--- config.mk ---
export PLATFORM = sky130hd
export DESIGN_NAME = hid_boot_keyboard_event_decoder
export DESIGN_NICKNAME = d
export VERILOG_FILES = /design/src/rtl/hidkbd_pkg.sv /design/src/rtl/hidkbd_front.sv /design/src/rtl/hidkbd_back.sv /design/src/rtl/hid_boot_keyboard_event_decoder.sv
export SDC_FILE = /design/constraint.sdc
export NUM_CORES = 1
export LEC_CHECK = 0
export ABC_AREA = 1
export BUFFER_PORTS_ARGS = -buffer_cell sky130_fd_sc_hd__buf_2
export CORE_ASPECT_RATIO = 0.8
export CORE_MARGIN = 5
export CORE_UTILIZATION = 44
export CTS_CLUSTER_SIZE = 30
export DETAILED_ROUTE_END_ITERATION = 8
export HOLD_SLACK_MARGIN = 0.05
export PLACE_DENSITY = 0.66
export SYNTH_ARGS = -nofsm -noshare
export SYNTH_HDL_FRONTEND = slang
export SYNTH_SLANG_ARGS = --single-unit
--- constraint.sdc ---
create_clock -name clk -period 9.4 [get_ports clk]
set_clock_uncertainty 0.2 [all_clocks]
set_input_delay 0.47 -clock clk [delete_from_list [all_inputs] [get_ports clk]]
set_output_delay 0.47 -clock clk [all_outputs]
set_load 0.01 [all_outputs]
--- src/rtl/hidkbd_pkg.sv ---
package hidkbd_pkg;

    localparam int FIFO_DEPTH_DEF = 16;

    // input opcodes, plus an internal code for work that yields no event
    localparam logic [2:0] OP_REPORT  = 3'd0;
    localparam logic [2:0] OP_POP     = 3'd1;
    localparam logic [2:0] OP_FLUSH   = 3'd2;
    localparam logic [2:0] OP_MOUNT   = 3'd3;
    localparam logic [2:0] OP_UNMOUNT = 3'd4;
    localparam logic [2:0] OP_IGNORE  = 3'd5;

    localparam logic [2:0] EV_NONE  = 3'd0;
    localparam logic [2:0] EV_DOWN  = 3'd1;
    localparam logic [2:0] EV_UP    = 3'd2;
    localparam logic [2:0] EV_CHAR  = 3'd3;
    localparam logic [2:0] EV_EMPTY = 3'd4;

    localparam logic [0:0] REG_LAYOUT_JIS = 1'd0;
    localparam logic [0:0] REG_CLEAR_UNMT = 1'd1;

    localparam logic [7:0] KEY_CAPS     = 8'h39;
    localparam logic [7:0] KEY_ENTER    = 8'h28;
    localparam logic [7:0] KEY_BKSP     = 8'h2A;
    localparam logic [7:0] KEY_TAB      = 8'h2B;
    localparam logic [7:0] LETTER_FIRST = 8'h04;
    localparam logic [7:0] LETTER_LAST  = 8'h1D;
    localparam logic [7:0] SYM_FIRST    = 8'h1E;
    localparam logic [7:0] SYM_LAST     = 8'h38;
    localparam logic [7:0] SHIFT_MASK   = 8'h22;
    localparam logic [7:0] MIN_REPORT   = 8'd8;

    // rows: US plain, US shifted, JIS plain, JIS shifted
    localparam logic [6:0] SYM_MAP [0:3][0:26] = '{
        '{7'h31, 7'h32, 7'h33, 7'h34, 7'h35, 7'h36, 7'h37, 7'h38, 7'h39, 7'h30,
          7'h00, 7'h00, 7'h00, 7'h00, 7'h20, 7'h2D, 7'h3D, 7'h5B, 7'h5D, 7'h5C,
          7'h00, 7'h3B, 7'h27, 7'h60, 7'h2C, 7'h2E, 7'h2F},
        '{7'h21, 7'h40, 7'h23, 7'h24, 7'h25, 7'h5E, 7'h26, 7'h2A, 7'h28, 7'h29,
          7'h00, 7'h00, 7'h00, 7'h00, 7'h20, 7'h5F, 7'h2B, 7'h7B, 7'h7D, 7'h7C,
          7'h00, 7'h3A, 7'h22, 7'h7E, 7'h3C, 7'h3E, 7'h3F},
        '{7'h31, 7'h32, 7'h33, 7'h34, 7'h35, 7'h36, 7'h37, 7'h38, 7'h39, 7'h30,
          7'h00, 7'h00, 7'h00, 7'h00, 7'h20, 7'h2D, 7'h5E, 7'h40, 7'h5B, 7'h5D,
          7'h5C, 7'h3B, 7'h3A, 7'h00, 7'h2C, 7'h2E, 7'h2F},
        '{7'h21, 7'h22, 7'h23, 7'h24, 7'h25, 7'h26, 7'h27, 7'h28, 7'h29, 7'h00,
          7'h00, 7'h00, 7'h00, 7'h00, 7'h20, 7'h3D, 7'h7E, 7'h60, 7'h7B, 7'h7D,
          7'h5F, 7'h2B, 7'h2A, 7'h00, 7'h3C, 7'h3E, 7'h3F}
    };

    typedef struct packed {
        logic [2:0]      op;
        logic [7:0]      mods;
        logic [5:0][7:0] keys;
        logic [5:0][7:0] old_keys;
        logic [7:0]      mod_mask;
        logic [5:0]      down_mask;
        logic [5:0]      up_mask;
    } cmd_t;

    typedef struct packed {
        logic [2:0] kind;
        logic [7:0] key;
        logic [7:0] mods;
        logic [6:0] ch;
        logic       caps;
        logic       last;
    } res_t;

    function automatic logic [6:0] to_ascii(logic [7:0] key, logic [7:0] mods,
                                            logic caps, logic jis);
        logic       sh;
        logic [6:0] c;
        logic [7:0] off;
        sh  = (mods & SHIFT_MASK) != 8'h00;
        c   = 7'h00;
        off = 8'h00;
        if (key == KEY_ENTER)
        begin
            c = 7'h0A;
        end
        else if (key == KEY_BKSP)
        begin
            c = 7'h08;
        end
        else if (key == KEY_TAB)
        begin
            c = 7'h09;
        end
        else if (key >= LETTER_FIRST && key <= LETTER_LAST)
        begin
            off = key - LETTER_FIRST;
            c   = ((sh ^ caps) ? 7'h41 : 7'h61) + off[6:0];
        end
        else if (key >= SYM_FIRST && key <= SYM_LAST)
        begin
            off = key - SYM_FIRST;
            c   = SYM_MAP[{jis, sh}][off[4:0]];
        end
        return c;
    endfunction

endpackage

--- src/rtl/hidkbd_front.sv ---
module hidkbd_front
(
    input  logic                   clk,
    input  logic                   rst_n,
    input  logic                   push,
    output logic                   full,
    input  logic [2:0]             opcode,
    input  logic [6:0]             report_len,
    input  logic [7:0]             modifier_bits,
    input  logic [5:0][7:0]        keys_in,
    output logic                   cmd_valid,
    output hidkbd_pkg::cmd_t       cmd_out,
    input  logic                   cmd_pop
);

    logic [7:0]      prev_mods_reg, prev_mods_next;
    logic [5:0][7:0] old_keys_reg, old_keys_next;
    logic            prev_valid_reg, prev_valid_next;

    hidkbd_pkg::cmd_t q_reg [2];
    logic             wr_ptr_reg, rd_ptr_reg;
    logic [1:0]       cnt_reg;

    hidkbd_pkg::cmd_t cmd_new;
    logic             accept;
    logic [5:0]       in_prev, prev_in;

    assign full      = (cnt_reg == 2'd2);
    assign accept    = push && !full;
    assign cmd_valid = (cnt_reg != 2'd0);
    assign cmd_out   = q_reg[rd_ptr_reg];

    // classify the request against the last report seen
    always_comb
    begin
        for (int i = 0; i < 6; i++)
        begin
            in_prev[i] = 1'b0;
            prev_in[i] = 1'b0;
            for (int j = 0; j < 6; j++)
            begin
                if (keys_in[i] == old_keys_reg[j])
                    in_prev[i] = 1'b1;
                if (old_keys_reg[i] == keys_in[j])
                    prev_in[i] = 1'b1;
            end
        end
        cmd_new          = '0;
        cmd_new.op       = opcode;
        cmd_new.mods     = modifier_bits;
        cmd_new.keys     = keys_in;
        cmd_new.old_keys = old_keys_reg;
        prev_mods_next   = prev_mods_reg;
        old_keys_next    = old_keys_reg;
        prev_valid_next  = prev_valid_reg;
        unique case (opcode) inside
            hidkbd_pkg::OP_REPORT:
            begin
                if ({1'b0, report_len} < hidkbd_pkg::MIN_REPORT)
                begin
                    cmd_new.op = hidkbd_pkg::OP_IGNORE;
                end
                else
                begin
                    for (int i = 0; i < 6; i++)
                    begin
                        cmd_new.down_mask[i] = (keys_in[i] != 8'h00) &&
                                               !(prev_valid_reg && in_prev[i]);
                        cmd_new.up_mask[i]   = prev_valid_reg &&
                                               (old_keys_reg[i] != 8'h00) && !prev_in[i];
                    end
                    cmd_new.mod_mask = prev_valid_reg ? (prev_mods_reg ^ modifier_bits)
                                                      : modifier_bits;
                    prev_mods_next  = modifier_bits;
                    old_keys_next   = keys_in;
                    prev_valid_next = 1'b1;
                end
            end
            hidkbd_pkg::OP_POP, hidkbd_pkg::OP_FLUSH:
            begin
            end
            hidkbd_pkg::OP_MOUNT:
            begin
                prev_valid_next = 1'b0;
            end
            hidkbd_pkg::OP_UNMOUNT:
            begin
                prev_mods_next  = 8'h00;
                old_keys_next   = '0;
                prev_valid_next = 1'b0;
            end
            default:
            begin
                cmd_new.op = hidkbd_pkg::OP_IGNORE;
            end
        endcase
    end

    always_ff @(posedge clk or negedge rst_n)
    begin
        if (!rst_n)
        begin
            prev_mods_reg  <= 8'h00;
            old_keys_reg   <= '0;
            prev_valid_reg <= 1'b0;
            wr_ptr_reg     <= 1'b0;
            rd_ptr_reg     <= 1'b0;
            cnt_reg        <= 2'd0;
        end
        else
        begin
            if (accept)
            begin
                prev_mods_reg  <= prev_mods_next;
                old_keys_reg   <= old_keys_next;
                prev_valid_reg <= prev_valid_next;
                wr_ptr_reg     <= !wr_ptr_reg;
            end
            if (cmd_pop)
                rd_ptr_reg <= !rd_ptr_reg;
            cnt_reg <= cnt_reg + {1'b0, accept} - {1'b0, cmd_pop};
        end
    end

    always_ff @(posedge clk)
    begin
        if (accept)
            q_reg[wr_ptr_reg] <= cmd_new;
    end

endmodule

--- src/rtl/hidkbd_back.sv ---
module hidkbd_back
#(
    parameter int FIFO_DEPTH = hidkbd_pkg::FIFO_DEPTH_DEF,
    parameter int PTR_W      = $clog2(FIFO_DEPTH),
    parameter int CNT_W      = $clog2(FIFO_DEPTH + 1)
)
(
    input  logic                 clk,
    input  logic                 rst_n,
    input  logic                 layout_jis,
    input  logic                 clear_on_unmount,
    input  logic                 cmd_valid,
    input  hidkbd_pkg::cmd_t     cmd_in,
    output logic                 cmd_pop,
    output logic                 empty,
    input  logic                 pop,
    output hidkbd_pkg::res_t     res_out,
    output logic [CNT_W-1:0]     res_queued
);

    localparam logic [1:0] ST_IDLE = 2'd0;
    localparam logic [1:0] ST_CHAR = 2'd1;
    localparam logic [1:0] ST_EMIT = 2'd2;
    localparam logic [1:0] ST_POP  = 2'd3;
    localparam logic [PTR_W-1:0] PTR_LAST = PTR_W'(FIFO_DEPTH - 1);
    localparam logic [CNT_W-1:0] CNT_FULL = CNT_W'(FIFO_DEPTH);

    logic [1:0]        state_reg, state_next;
    hidkbd_pkg::cmd_t  cmd_reg, cmd_next;
    logic [19:0]       pend_reg, pend_next;
    logic [5:0]        cmask_reg, cmask_next;
    logic              caps_reg, caps_next;
    logic [PTR_W-1:0]  wp_reg, wp_next, rp_reg, rp_next;
    logic [CNT_W-1:0]  cnt_reg, cnt_next;

    logic [6:0]        mem [FIFO_DEPTH];
    logic [6:0]        rdata_reg;
    logic              mem_we, mem_re;
    logic [6:0]        wdata;

    hidkbd_pkg::res_t  oq_reg [2];
    logic [CNT_W-1:0]  oq_q_reg [2];
    logic              oq_wp_reg, oq_rp_reg;
    logic [1:0]        oq_cnt_reg;
    logic              push_en, can_out, out_pop;
    hidkbd_pkg::res_t  push_ent;

    logic [19:0]       ev_oh;
    logic [5:0]        ch_oh;
    logic [7:0]        ch_key, ev_key;
    logic [6:0]        ch_val;

    assign can_out    = (oq_cnt_reg != 2'd2);
    assign empty      = (oq_cnt_reg == 2'd0);
    assign out_pop    = pop && !empty;
    assign res_out    = oq_reg[oq_rp_reg];
    assign res_queued = oq_q_reg[oq_rp_reg];

    always_comb
    begin
        ev_oh  = pend_reg & (~pend_reg + 20'd1);
        ch_oh  = cmask_reg & (~cmask_reg + 6'd1);
        ch_key = 8'h00;
        ev_key = 8'h00;
        for (int i = 0; i < 6; i++)
        begin
            if (ch_oh[i])
                ch_key = cmd_reg.keys[i];
            if (ev_oh[8 + i])
                ev_key = cmd_reg.keys[i];
            if (ev_oh[14 + i])
                ev_key = cmd_reg.old_keys[i];
        end
        ch_val = hidkbd_pkg::to_ascii(ch_key, cmd_reg.mods, caps_reg, layout_jis);
    end

    always_comb
    begin
        state_next = state_reg;
        cmd_next   = cmd_reg;
        pend_next  = pend_reg;
        cmask_next = cmask_reg;
        caps_next  = caps_reg;
        wp_next    = wp_reg;
        rp_next    = rp_reg;
        cnt_next   = cnt_reg;
        cmd_pop    = 1'b0;
        mem_we     = 1'b0;
        mem_re     = 1'b0;
        wdata      = ch_val;
        push_en    = 1'b0;
        push_ent   = '0;
        unique case (state_reg)
            ST_IDLE:
            begin
                if (cmd_valid && can_out)
                begin
                    cmd_pop  = 1'b1;
                    cmd_next = cmd_in;
                    push_ent.kind = hidkbd_pkg::EV_NONE;
                    push_ent.last = 1'b1;
                    case (cmd_in.op)
                        hidkbd_pkg::OP_REPORT:
                        begin
                            pend_next  = {cmd_in.up_mask, cmd_in.down_mask, cmd_in.mod_mask};
                            cmask_next = cmd_in.down_mask;
                            state_next = (cmd_in.down_mask != 6'd0) ? ST_CHAR : ST_EMIT;
                        end
                        hidkbd_pkg::OP_POP:
                        begin
                            if (cnt_reg == '0)
                            begin
                                push_en       = 1'b1;
                                push_ent.kind = hidkbd_pkg::EV_EMPTY;
                            end
                            else
                            begin
                                mem_re     = 1'b1;
                                rp_next    = (rp_reg == PTR_LAST) ? '0 : rp_reg + 1'b1;
                                cnt_next   = cnt_reg - 1'b1;
                                state_next = ST_POP;
                            end
                        end
                        hidkbd_pkg::OP_FLUSH:
                        begin
                            wp_next  = '0;
                            rp_next  = '0;
                            cnt_next = '0;
                            push_en  = 1'b1;
                        end
                        hidkbd_pkg::OP_UNMOUNT:
                        begin
                            if (clear_on_unmount)
                            begin
                                wp_next   = '0;
                                rp_next   = '0;
                                cnt_next  = '0;
                                caps_next = 1'b0;
                            end
                            push_en = 1'b1;
                        end
                        default:
                        begin
                            push_en = 1'b1;
                        end
                    endcase
                end
            end
            ST_CHAR:
            begin
                // one newly pressed key per cycle: toggle caps or queue its character
                if (ch_key == hidkbd_pkg::KEY_CAPS)
                begin
                    caps_next = !caps_reg;
                end
                else if (ch_val != 7'h00 && cnt_reg < CNT_FULL)
                begin
                    mem_we   = 1'b1;
                    wp_next  = (wp_reg == PTR_LAST) ? '0 : wp_reg + 1'b1;
                    cnt_next = cnt_reg + 1'b1;
                end
                cmask_next = cmask_reg & ~ch_oh;
                if (cmask_next == 6'd0)
                    state_next = ST_EMIT;
            end
            ST_EMIT:
            begin
                if (can_out)
                begin
                    push_en       = 1'b1;
                    pend_next     = pend_reg & ~ev_oh;
                    push_ent.last = (pend_next == 20'd0);
                    if (pend_reg == 20'd0)
                    begin
                        push_ent.kind = hidkbd_pkg::EV_NONE;
                    end
                    else
                    begin
                        push_ent.key  = ev_key;
                        push_ent.mods = cmd_reg.mods;
                        push_ent.kind = ((|(ev_oh[7:0] & cmd_reg.mods)) || (|ev_oh[13:8]))
                                        ? hidkbd_pkg::EV_DOWN : hidkbd_pkg::EV_UP;
                    end
                    if (push_ent.last)
                        state_next = ST_IDLE;
                end
            end
            ST_POP:
            begin
                if (can_out)
                begin
                    push_en       = 1'b1;
                    push_ent.kind = hidkbd_pkg::EV_CHAR;
                    push_ent.ch   = rdata_reg;
                    push_ent.last = 1'b1;
                    state_next    = ST_IDLE;
                end
            end
            default:
            begin
                state_next = ST_IDLE;
            end
        endcase
        push_ent.caps = caps_next;
    end

    always_ff @(posedge clk or negedge rst_n)
    begin
        if (!rst_n)
        begin
            state_reg  <= ST_IDLE;
            pend_reg   <= '0;
            cmask_reg  <= '0;
            caps_reg   <= 1'b0;
            wp_reg     <= '0;
            rp_reg     <= '0;
            cnt_reg    <= '0;
            oq_wp_reg  <= 1'b0;
            oq_rp_reg  <= 1'b0;
            oq_cnt_reg <= 2'd0;
        end
        else
        begin
            state_reg <= state_next;
            pend_reg  <= pend_next;
            cmask_reg <= cmask_next;
            caps_reg  <= caps_next;
            wp_reg    <= wp_next;
            rp_reg    <= rp_next;
            cnt_reg   <= cnt_next;
            if (push_en)
                oq_wp_reg <= !oq_wp_reg;
            if (out_pop)
                oq_rp_reg <= !oq_rp_reg;
            oq_cnt_reg <= oq_cnt_reg + {1'b0, push_en} - {1'b0, out_pop};
        end
    end

    always_ff @(posedge clk)
    begin
        cmd_reg <= cmd_next;
        if (push_en)
        begin
            oq_reg[oq_wp_reg]   <= push_ent;
            oq_q_reg[oq_wp_reg] <= cnt_next;
        end
    end

    always_ff @(posedge clk)
    begin
        if (mem_we)
            mem[wp_reg] <= wdata;
        if (mem_re)
            rdata_reg <= mem[rp_reg];
    end

endmodule

--- src/rtl/hid_boot_keyboard_event_decoder.sv ---
// Requests are classified in hidkbd_front and wait in its two-entry queue, so new requests
// are taken while the event sequencer works; the sequencer handles one request at a time,
// a report stepping through its new keys and then up to 20 events, and stalls while
// its two-entry result queue is full.
// Reset: rst_n clears report history, caps lock, character queue, request queue and
// result queue; layout_jis resets to 0 and clear_on_unmount to 1.
module hid_boot_keyboard_event_decoder
#(
    parameter int FIFO_DEPTH = hidkbd_pkg::FIFO_DEPTH_DEF,
    parameter int CNT_W      = $clog2(FIFO_DEPTH + 1)
)
(
    input  logic              clk,
    input  logic              rst_n,
    input  logic              cfg_we,
    input  logic [0:0]        cfg_addr,
    input  logic [0:0]        cfg_wdata,
    input  logic              push,
    output logic              full,
    input  logic [2:0]        opcode,
    input  logic [6:0]        report_len,
    input  logic [7:0]        modifier_bits,
    input  logic [7:0]        key_slot0,
    input  logic [7:0]        key_slot1,
    input  logic [7:0]        key_slot2,
    input  logic [7:0]        key_slot3,
    input  logic [7:0]        key_slot4,
    input  logic [7:0]        key_slot5,
    output logic              empty,
    input  logic              pop,
    output logic [2:0]        event_kind,
    output logic [7:0]        event_key,
    output logic [7:0]        event_modifiers,
    output logic [6:0]        char_code,
    output logic [CNT_W-1:0]  queued_chars,
    output logic              caps_state,
    output logic              last_event
);

    logic             layout_jis_reg, clear_unmt_reg;
    logic             cmd_valid, cmd_pop;
    hidkbd_pkg::cmd_t cmd;
    hidkbd_pkg::res_t res;

    always_ff @(posedge clk or negedge rst_n)
    begin
        if (!rst_n)
        begin
            layout_jis_reg <= 1'b0;
            clear_unmt_reg <= 1'b1;
        end
        else if (cfg_we)
        begin
            case (cfg_addr)
                hidkbd_pkg::REG_LAYOUT_JIS: layout_jis_reg <= cfg_wdata[0];
                hidkbd_pkg::REG_CLEAR_UNMT: clear_unmt_reg <= cfg_wdata[0];
                default: ;
            endcase
        end
    end

    hidkbd_front u_front
    (
        .clk           (clk),
        .rst_n         (rst_n),
        .push          (push),
        .full          (full),
        .opcode        (opcode),
        .report_len    (report_len),
        .modifier_bits (modifier_bits),
        .keys_in       ({key_slot5, key_slot4, key_slot3, key_slot2, key_slot1, key_slot0}),
        .cmd_valid     (cmd_valid),
        .cmd_out       (cmd),
        .cmd_pop       (cmd_pop)
    );

    hidkbd_back #(.FIFO_DEPTH(FIFO_DEPTH)) u_back
    (
        .clk              (clk),
        .rst_n            (rst_n),
        .layout_jis       (layout_jis_reg),
        .clear_on_unmount (clear_unmt_reg),
        .cmd_valid        (cmd_valid),
        .cmd_in           (cmd),
        .cmd_pop          (cmd_pop),
        .empty            (empty),
        .pop              (pop),
        .res_out          (res),
        .res_queued       (queued_chars)
    );

    assign event_kind      = res.kind;
    assign event_key       = res.key;
    assign event_modifiers = res.mods;
    assign char_code       = res.ch;
    assign caps_state      = res.caps;
    assign last_event      = res.last;

    a_queued_range: assert property (@(posedge clk) disable iff (!rst_n)
        !empty |-> queued_chars <= CNT_W'(FIFO_DEPTH))
        else $error("character count beyond depth");

    a_single_last: assert property (@(posedge clk) disable iff (!rst_n)
        (!empty && (event_kind == hidkbd_pkg::EV_CHAR || event_kind == hidkbd_pkg::EV_EMPTY
                    || event_kind == hidkbd_pkg::EV_NONE)) |-> last_event)
        else $error("single-result request not marked last");

    a_key_fields: assert property (@(posedge clk) disable iff (!rst_n)
        (!empty && event_kind == hidkbd_pkg::EV_CHAR) |-> (event_key == 8'h00
                                                          && event_modifiers == 8'h00))
        else $error("popped character carries key fields");

endmodule

==> results of run 1 <==
-- routing by layer --
layer	up-vias	track usage (%)	routed length (um)
li1	11474	-	-
met1	11702	34.6	41100
met2	1303	34.9	40900
met3	192	5.76	10400
met4	4	6.88	2660
met5	-	0	40
-- power by group --
| part | switching [mW] | total [mW] | internal, mW |
|---|---|---|---|
| Clock | 1.16 | 2.78 | 1.62 |
| Sequential | 0.787 | 5.47 | 4.68 |
| Combinational | 3.95 | 5.49 | 1.54 |
| Total | 5.90 | 13.7 | 7.84 |
-- synthesized netlist by cell type, types with 52 or more instances --
library cell  instances
xnor2_1              52
a21oi_1             144
inv_1               259
nor2_1              239
clkbuf_1            174
o21ai_0             189
nand2_1            1020
xor2_1              138
nand3_1             143
edfxtp_1            543
nand4_1              74
dfrtp_1             108
-- layout by cell type (no fill, tap or decap), drive strengths merged, types with 4 or more instances in the layout --
cell | Yosys | layout
a22oi | 8 | 8
xor2 | 138 | 138
o221ai | 7 | 7
clkbuf | 174 | 85
nor4 | 32 | 32
a21oi | 145 | 145
buf | 15 | 125
edfxtp | 543 | 543
mux2i | 6 | 6
nand2 | 1038 | 1038
o21ai | 198 | 198
nor2 | 257 | 257
a221oi | 15 | 15
nor3 | 36 | 36
ha | 28 | 28
o211ai | 9 | 9
dlygate4sd3 | 0 | 24
nand4 | 75 | 75
o31ai | 4 | 4
a31oi | 11 | 11
bufinv | 0 | 9
dfrtp | 108 | 108
o22ai | 41 | 41
inv | 266 | 272
xnor2 | 52 | 52
clkinv | 6 | 29
nand3 | 154 | 154
-- worst paths after layout --
kind                                       from                    end  slack (ns)  depth (start not counted)
max in group asynchronous                 rst_n     u_front.rd_ptr_reg        7.26                          3
max                         u_back.cmask_reg[0]      u_back.mem[15][5]        3.33                         20
min                                key_slot4[7]  u_front.q_reg[0][107]        0.08                          1
min in group asynchronous                 rst_n    u_front.cmd_new[60]        0.24                          2
min reg2reg                u_front.q_reg[0][92]     u_back.cmd_reg[92]        0.31                          2
max reg2reg                 u_back.cmask_reg[0]      u_back.mem[15][5]        3.33                         20
-- metrics by stage --
stage	hold WS, ns	area [um2]	util [%]	setup slack (ns)
2_1_floorplan	-0.0256	32200	-	1.33
3_3_place_gp	0.291	33400	46.1	3.54
3_5_place_dp	0.295	33400	46.1	3.48
4_1_cts	0.0507	35900	49.6	3.45
5_1_grt	0.0591	35900	49.6	2.98
6_report	0.0773	35900	49.6	3.33
-- final cells by class --
cell class                      instances  share of cell area, %
Clock buffer                           85                   4.95
Timing Repair Buffer                  149                   2.57
Multi-Input combinational cell       2277                   31.8
Clock inverter                         41                   1.45
Tap cell                              945                   3.29
Sequential cell                       652                   53.0
Inverter                              272                   2.87
-- what timing repair did --
item | CTS | global route
hold buffers | 24 | 0
setup buffers | 0 | 0
endpoints found under the hold margin | 95 | 0
-- cell families (layout without fill, tap and decap cells) --
kind of cell / after synthesis / in the layout / share of synthesized area (%)
AOI/OAI and AO/OA: 449 / 449 / 7.79
buffers and inverters: 461 / 547 / 5.54
xor gates and xnor gates: 190 / 190 / 5.17
and+or+nand+nor: 1603 / 1603 / 21.1
muxes: 7 / 7 / 0.221
DFF: 652 / 652 / 59.1
adders and majority gates: 28 / 28 / 1.09
==> results.py, run 1 <==
metrics = {
    "floorplan": {
        "die_w_um": 313,
        "die_h_um": 252,
        "ios": 108,
        "coreArea_um2": 72300,
        "start_util_pct": 44.5,
        "die_area_um2": 78800,
        "rows": 88,
    },
    "worst_setup_path": {
        "worst_ep_arrival_time_ns": 6.10,
        "cp_slowest_cell": "nor3_1",
        "path_cells": "nor2_4 > nand3_1 > inv_1 > nand2_1 > nand4_1 > a21oi_1 > o21ai_0 > ha_1 > clkinv_1 > a21oi_1 > nand3_1 > nand2_1 > nand2_1 > nand2_1 > nand3_1 > a21boi_2 > nor2_2 > nand2_4 > nand3_4 > nor3_1",
        "slowest_delay_ns": 0.84,
        "worstPathMaxFanout": 17,
        "cp-end-kind": "register",
        "start_kind": "register",
        "critical-path-top-cell-by-count": "nand2_1",
        "critical-path-top-delay-family": "simple AND/OR/NAND/NOR gates",
        "critPathKind": "register to register",
        "crit_buf_inv": 2,
        "required_ns": 9.43,
    },
    "timing": {
        "worstMarginPinSlew_ns": 1.19,
        "fmax_mhz": 165,
        "rsz0062_at_grt": "false",
        "relSlewSlack_pct": 19.4,
        "tns_ns": 0,
        "setup_viol_count_final": 0,
        "drv_slew": 0,
        "finalHoldViolCount": 0,
        "min_period_ns": 6.07,
        "period_share_pct": 64.6,
    },
    "power_and_ir_drop": {
        "power.density_nw_per_um2": 383,
        "total_power_mw": 13.7,
        "leakagePower_nw": 14.9,
        "peakVddDrop_mv": 0.277,
    },
    "logic_synthesis": {
        "syn_area_um2": 32200,
        "synthTopCellsByArea": "edfxtp_1 (51%), nand2_1 (12%), dfrtp_1 (8.4%)",
        "syn_area_per_cell_um2": 9.50,
        "synth_cells": 3390,
        "synth_edf_count": 543,
        "yosysSeqAreaShare_pct": 59.1,
        "syn_nets": 3491,
        "yosysTopAreaCellShare_pct": 50.6,
        "synth_top_cell_by_area": "edfxtp_1",
        "yosys_warnings": 0,
        "async_flop_share_pct": 16.7,
        "synthFlopType": "edfxtp_1",
        "ys_seq_elements": 652,
        "yosysUniqueCellTypes": 58,
    },
    "clock_network": {
        "clkSinkCount": 652,
        "ctsResizeCount": 0,
        "clockBufferDepth": 3,
        "cts.clk_slew.worst_paths_ns": 0.06,
        "cts_buffers": 68,
        "h-tree-depth": 3,
        "clk_latency_ns": 0.64,
        "root_buffer": "clkbuf_16",
        "cts_tree": "done",
    },
    "drt": {
        "num_vias": 24675,
        "via_per_inst": 5.58,
        "wl_per_cell_um": 21.5,
        "first_iter_violations": 3201,
        "first_pass_iters": 6,
        "wl_um": 95200,
        "final_antenna_net_count": 0,
        "drc": 0,
    },
    "finish": {
        "seq_area_um2": 19000,
        "fin_nets": 3521,
        "nFillCells": 6490,
        "drive_above_1_share_pct": 8.66,
        "syn_to_final_growth_pct": 11.5,
        "largest_reg_flops": 254,
        "multi_input_area_um2": 11400,
        "antenna_cells": 0,
        "instances_no_fill": 4421,
    },
    "place": {
        "gp_congestion": 0.985,
        "dp_hpwl_um": 64100,
        "io_buffers": 104,
        "dp.cells": 4271,
    },
    "grt": {
        "antenna_found_initial": 3,
        "track_usage_pct": 23.5,
        "grt_pass1_wl_um": 142000,
        "grt.overflow.total": 0,
        "grt_max_degree": 83,
        "grt_pass1_vias": 22559,
    },
    "job": {
        "cap_violations": 0,
    },
    "min_path": {
        "hold_path_class": "input pin to register",
    },
    "run_status": {
        "status": "complete, no violations",
    },
}
Power figures use the tool's default switching activity.
==> run 2, diff against run 1 <==
==> constraint.sdc (replaced) <==
create_clock -name clk -period 6.2 [get_ports clk]
set_clock_uncertainty 0.2 [all_clocks]
set_input_delay 0.31 -clock clk [delete_from_list [all_inputs] [get_ports clk]]
set_output_delay 0.31 -clock clk [all_outputs]
set_load 0.01 [all_outputs]
==> run 2 against run 1 <==
Effect of this change: clock-buffer cell count rose by 4; final area rose by 1.3%; global-route usage rose by 0.13 points; largest power group unchanged.
==> results.py, run 2 (same netlist as run 1, synthesis figures left out) <==
metrics = {
    "clock_network": {
        "cts_buffers": 68,
        "clkSinkCount": 652,
        "clockBufferDepth": 3,
        "root_buffer": "clkbuf_16",
        "clk_latency_ns": 0.65,
        "ctsResizeCount": 0,
        "cts.clk_slew.worst_paths_ns": 0.06,
        "cts_tree": "done",
        "cts_post_setup_buffers_inserted": 0,
        "h-tree-depth": 3,
    },
    "place": {
        "gp_congestion": 0.990,
        "dp.cells": 4271,
        "dp_hpwl_um": 64100,
        "io_buffers": 104,
        "dpl_cell_area_um2": 33400,
    },
    "timing": {
        "fmax_mhz": 186,
        "tns_ns": 0,
        "period_share_pct": 86.7,
        "min_period_ns": 5.37,
        "worstMarginPinSlew_ns": 1.34,
        "finalHoldViolCount": 0,
        "setup_viol_count_final": 0,
        "rsz0062_at_grt": "false",
        "drv_slew": 0,
        "relSlewSlack_pct": 9.24,
    },
    "floorplan": {
        "coreArea_um2": 72300,
        "die_h_um": 252,
        "die_area_um2": 78800,
        "rows": 88,
        "ios": 108,
        "start_util_pct": 44.5,
        "die_w_um": 313,
    },
    "finish": {
        "mostFrequentLayoutCells": "nand2_1 (1020), edfxtp_1 (543), inv_1 (258), nor2_1 (233), o21ai_0 (189)",
        "multi_input_area_um2": 11400,
        "final_area_um2": 36400,
        "syn_to_final_growth_pct": 12.9,
        "fin_util_pct": 50.3,
        "drive_above_1_share_pct": 8.41,
        "fin_nets": 3566,
        "instances_no_fill": 4464,
        "nFillCells": 6437,
        "seq_area_um2": 19000,
        "largest_reg_flops": 254,
        "layout_commonest_cell": "nand2_1",
    },
    "worst_setup_path": {
        "required_ns": 6.27,
        "startpoint": "u_back.cmask_reg[0]",
        "path_cells": "nor2_4 > nand3_1 > inv_1 > nand2_1 > nand4_1 > a21oi_1 > o21ai_0 > ha_1 > clkinv_1 > nand2_1 > inv_1 > nand2_1 > nand3_1 > a21oi_1 > nand2_1 > nand2_1 > nand2_1 > nand2_2 > nor2_2 > nand2_4 > nand3_4 > inv_6 > nand3_4 > nor2_1",
        "critical-path-top-cell-by-count": "nand2_1",
        "critPathKind": "register to register",
        "crit_buf_inv": 4,
        "start_kind": "register",
        "cp_slowest_cell": "ha_1",
        "regToRegStartpoint": "u_back.cmask_reg[0]",
        "critical-path-top-delay-family": "simple AND/OR/NAND/NOR gates",
        "cp-end-kind": "register",
        "slowest_delay_ns": 0.68,
        "worstPathMaxFanout": 17,
        "worst_ep_arrival_time_ns": 5.44,
    },
    "power_and_ir_drop": {
        "power.density_nw_per_um2": 575,
        "power_frac_comb_pct": 40.0,
        "clkPwrFrac_pct": 20.2,
        "p_int_mw": 12.0,
        "peakVddDrop_mv": 0.539,
        "seqPwrFrac_pct": 39.8,
        "p_switching_mw": 8.95,
        "switching_share_pct": 42.8,
        "leakagePower_nw": 15.1,
    },
    "run_status": {
        "status": "complete, no violations",
    },
    "grt": {
        "grt_max_degree": 129,
        "track_usage_pct": 23.7,
        "antenna_found_initial": 4,
        "grt.overflow.total": 0,
        "grt_pass1_wl_um": 143000,
        "grt_pass1_vias": 23045,
    },
    "min_path": {
        "hold_path_class": "input pin to async pin",
    },
    "drt": {
        "first_pass_iters": 6,
        "final_antenna_net_count": 0,
        "wl_um": 95200,
        "num_vias": 24789,
        "drc": 0,
        "first_iter_violations": 3227,
        "via_per_inst": 5.55,
        "wl_per_cell_um": 21.3,
    },
    "job": {
        "cap_violations": 0,
    },
}
## run 2: cell count changes in the layout (fill, tap and decap cells not counted), sizes merged
cell / change
inv: -3
clkinvlp: -3
clkinv: -1
diode: +1
clkbuf: +4
dlygate4sd3: +45
## run 2: per-layer routing
metal	track usage, %	routed length (um)
met5	0	0
met1	34.1	41100
met4	7.02	2730
met3	5.63	9780
met2	35.9	41600
## run 2: final timing paths
| kind | endpoint | slack [ns] | cells past startpoint |
|---|---|---|---|
| setup / recovery | u_back.mem[2][1] | 0.83 | 24 |
| hold / removal | u_front.prev_mods_reg[2] | 0.16 | 2 |
| setup reg to reg | u_back.mem[2][1] | 0.83 | 24 |
| hold reg to reg | u_back.cmd_reg[35] | 0.29 | 2 |
| max in group asynchronous | u_front.cmd_new[29] | 4.35 | 3 |
| min in group clk | u_front.cmd_new[56] | 0.25 | 6 |
## run 2: layout make-up
type | count | area share [%]
well taps | 945 | 3.25
clock inverters | 34 | 1.28
repair buffers | 194 | 3.84
diodes | 1 | 0.00688
inverters | 272 | 2.84
multi-input cells | 2277 | 31.4
clock buffers | 89 | 5.01
flip-flops and latches | 652 | 52.3
## run 2: stage by stage
step	power (mW)	setup slack, ns	hold slack, ns
final	20.9	0.827	0.163
after CTS	20.8	0.898	0.201
after global placement	16.5	0.882	0.290
after detailed placement	16.6	0.875	0.295
after floorplan	13.8	1.14	-0.186
after global routing	22.2	0.368	0.270
## run 2: power groups by stage
| stage | sequential (mW) | clock, mW | combinational, mW |
|---|---|---|---|
| detailed placement | 8.35 | 0 | 8.23 |
| global route | 8.43 | 4.47 | 9.31 |
| finish | 8.32 | 4.23 | 8.35 |
| global placement | 8.33 | 0 | 8.14 |
| floorplan | 7.60 | 0 | 6.20 |
| CTS | 8.27 | 4.29 | 8.29 |
## run 2: timing repair
action / CTS / global route
endpoints found under the hold margin: 243 / 0
hold buffers: 69 / 0
endpoints found under the setup margin: 0 / 0
## run 2: worst register-to-register path, delay by kind of cell, from the launching register on
kind	cells	cell delay, ns
AO/OA/AOI/OAI	3	0.49
adder cells (fa/ha/maj)	1	0.68
buffers and inverters	4	0.68
flip-flops	1	0.65
AND/OR/NAND/NOR	16	2.33
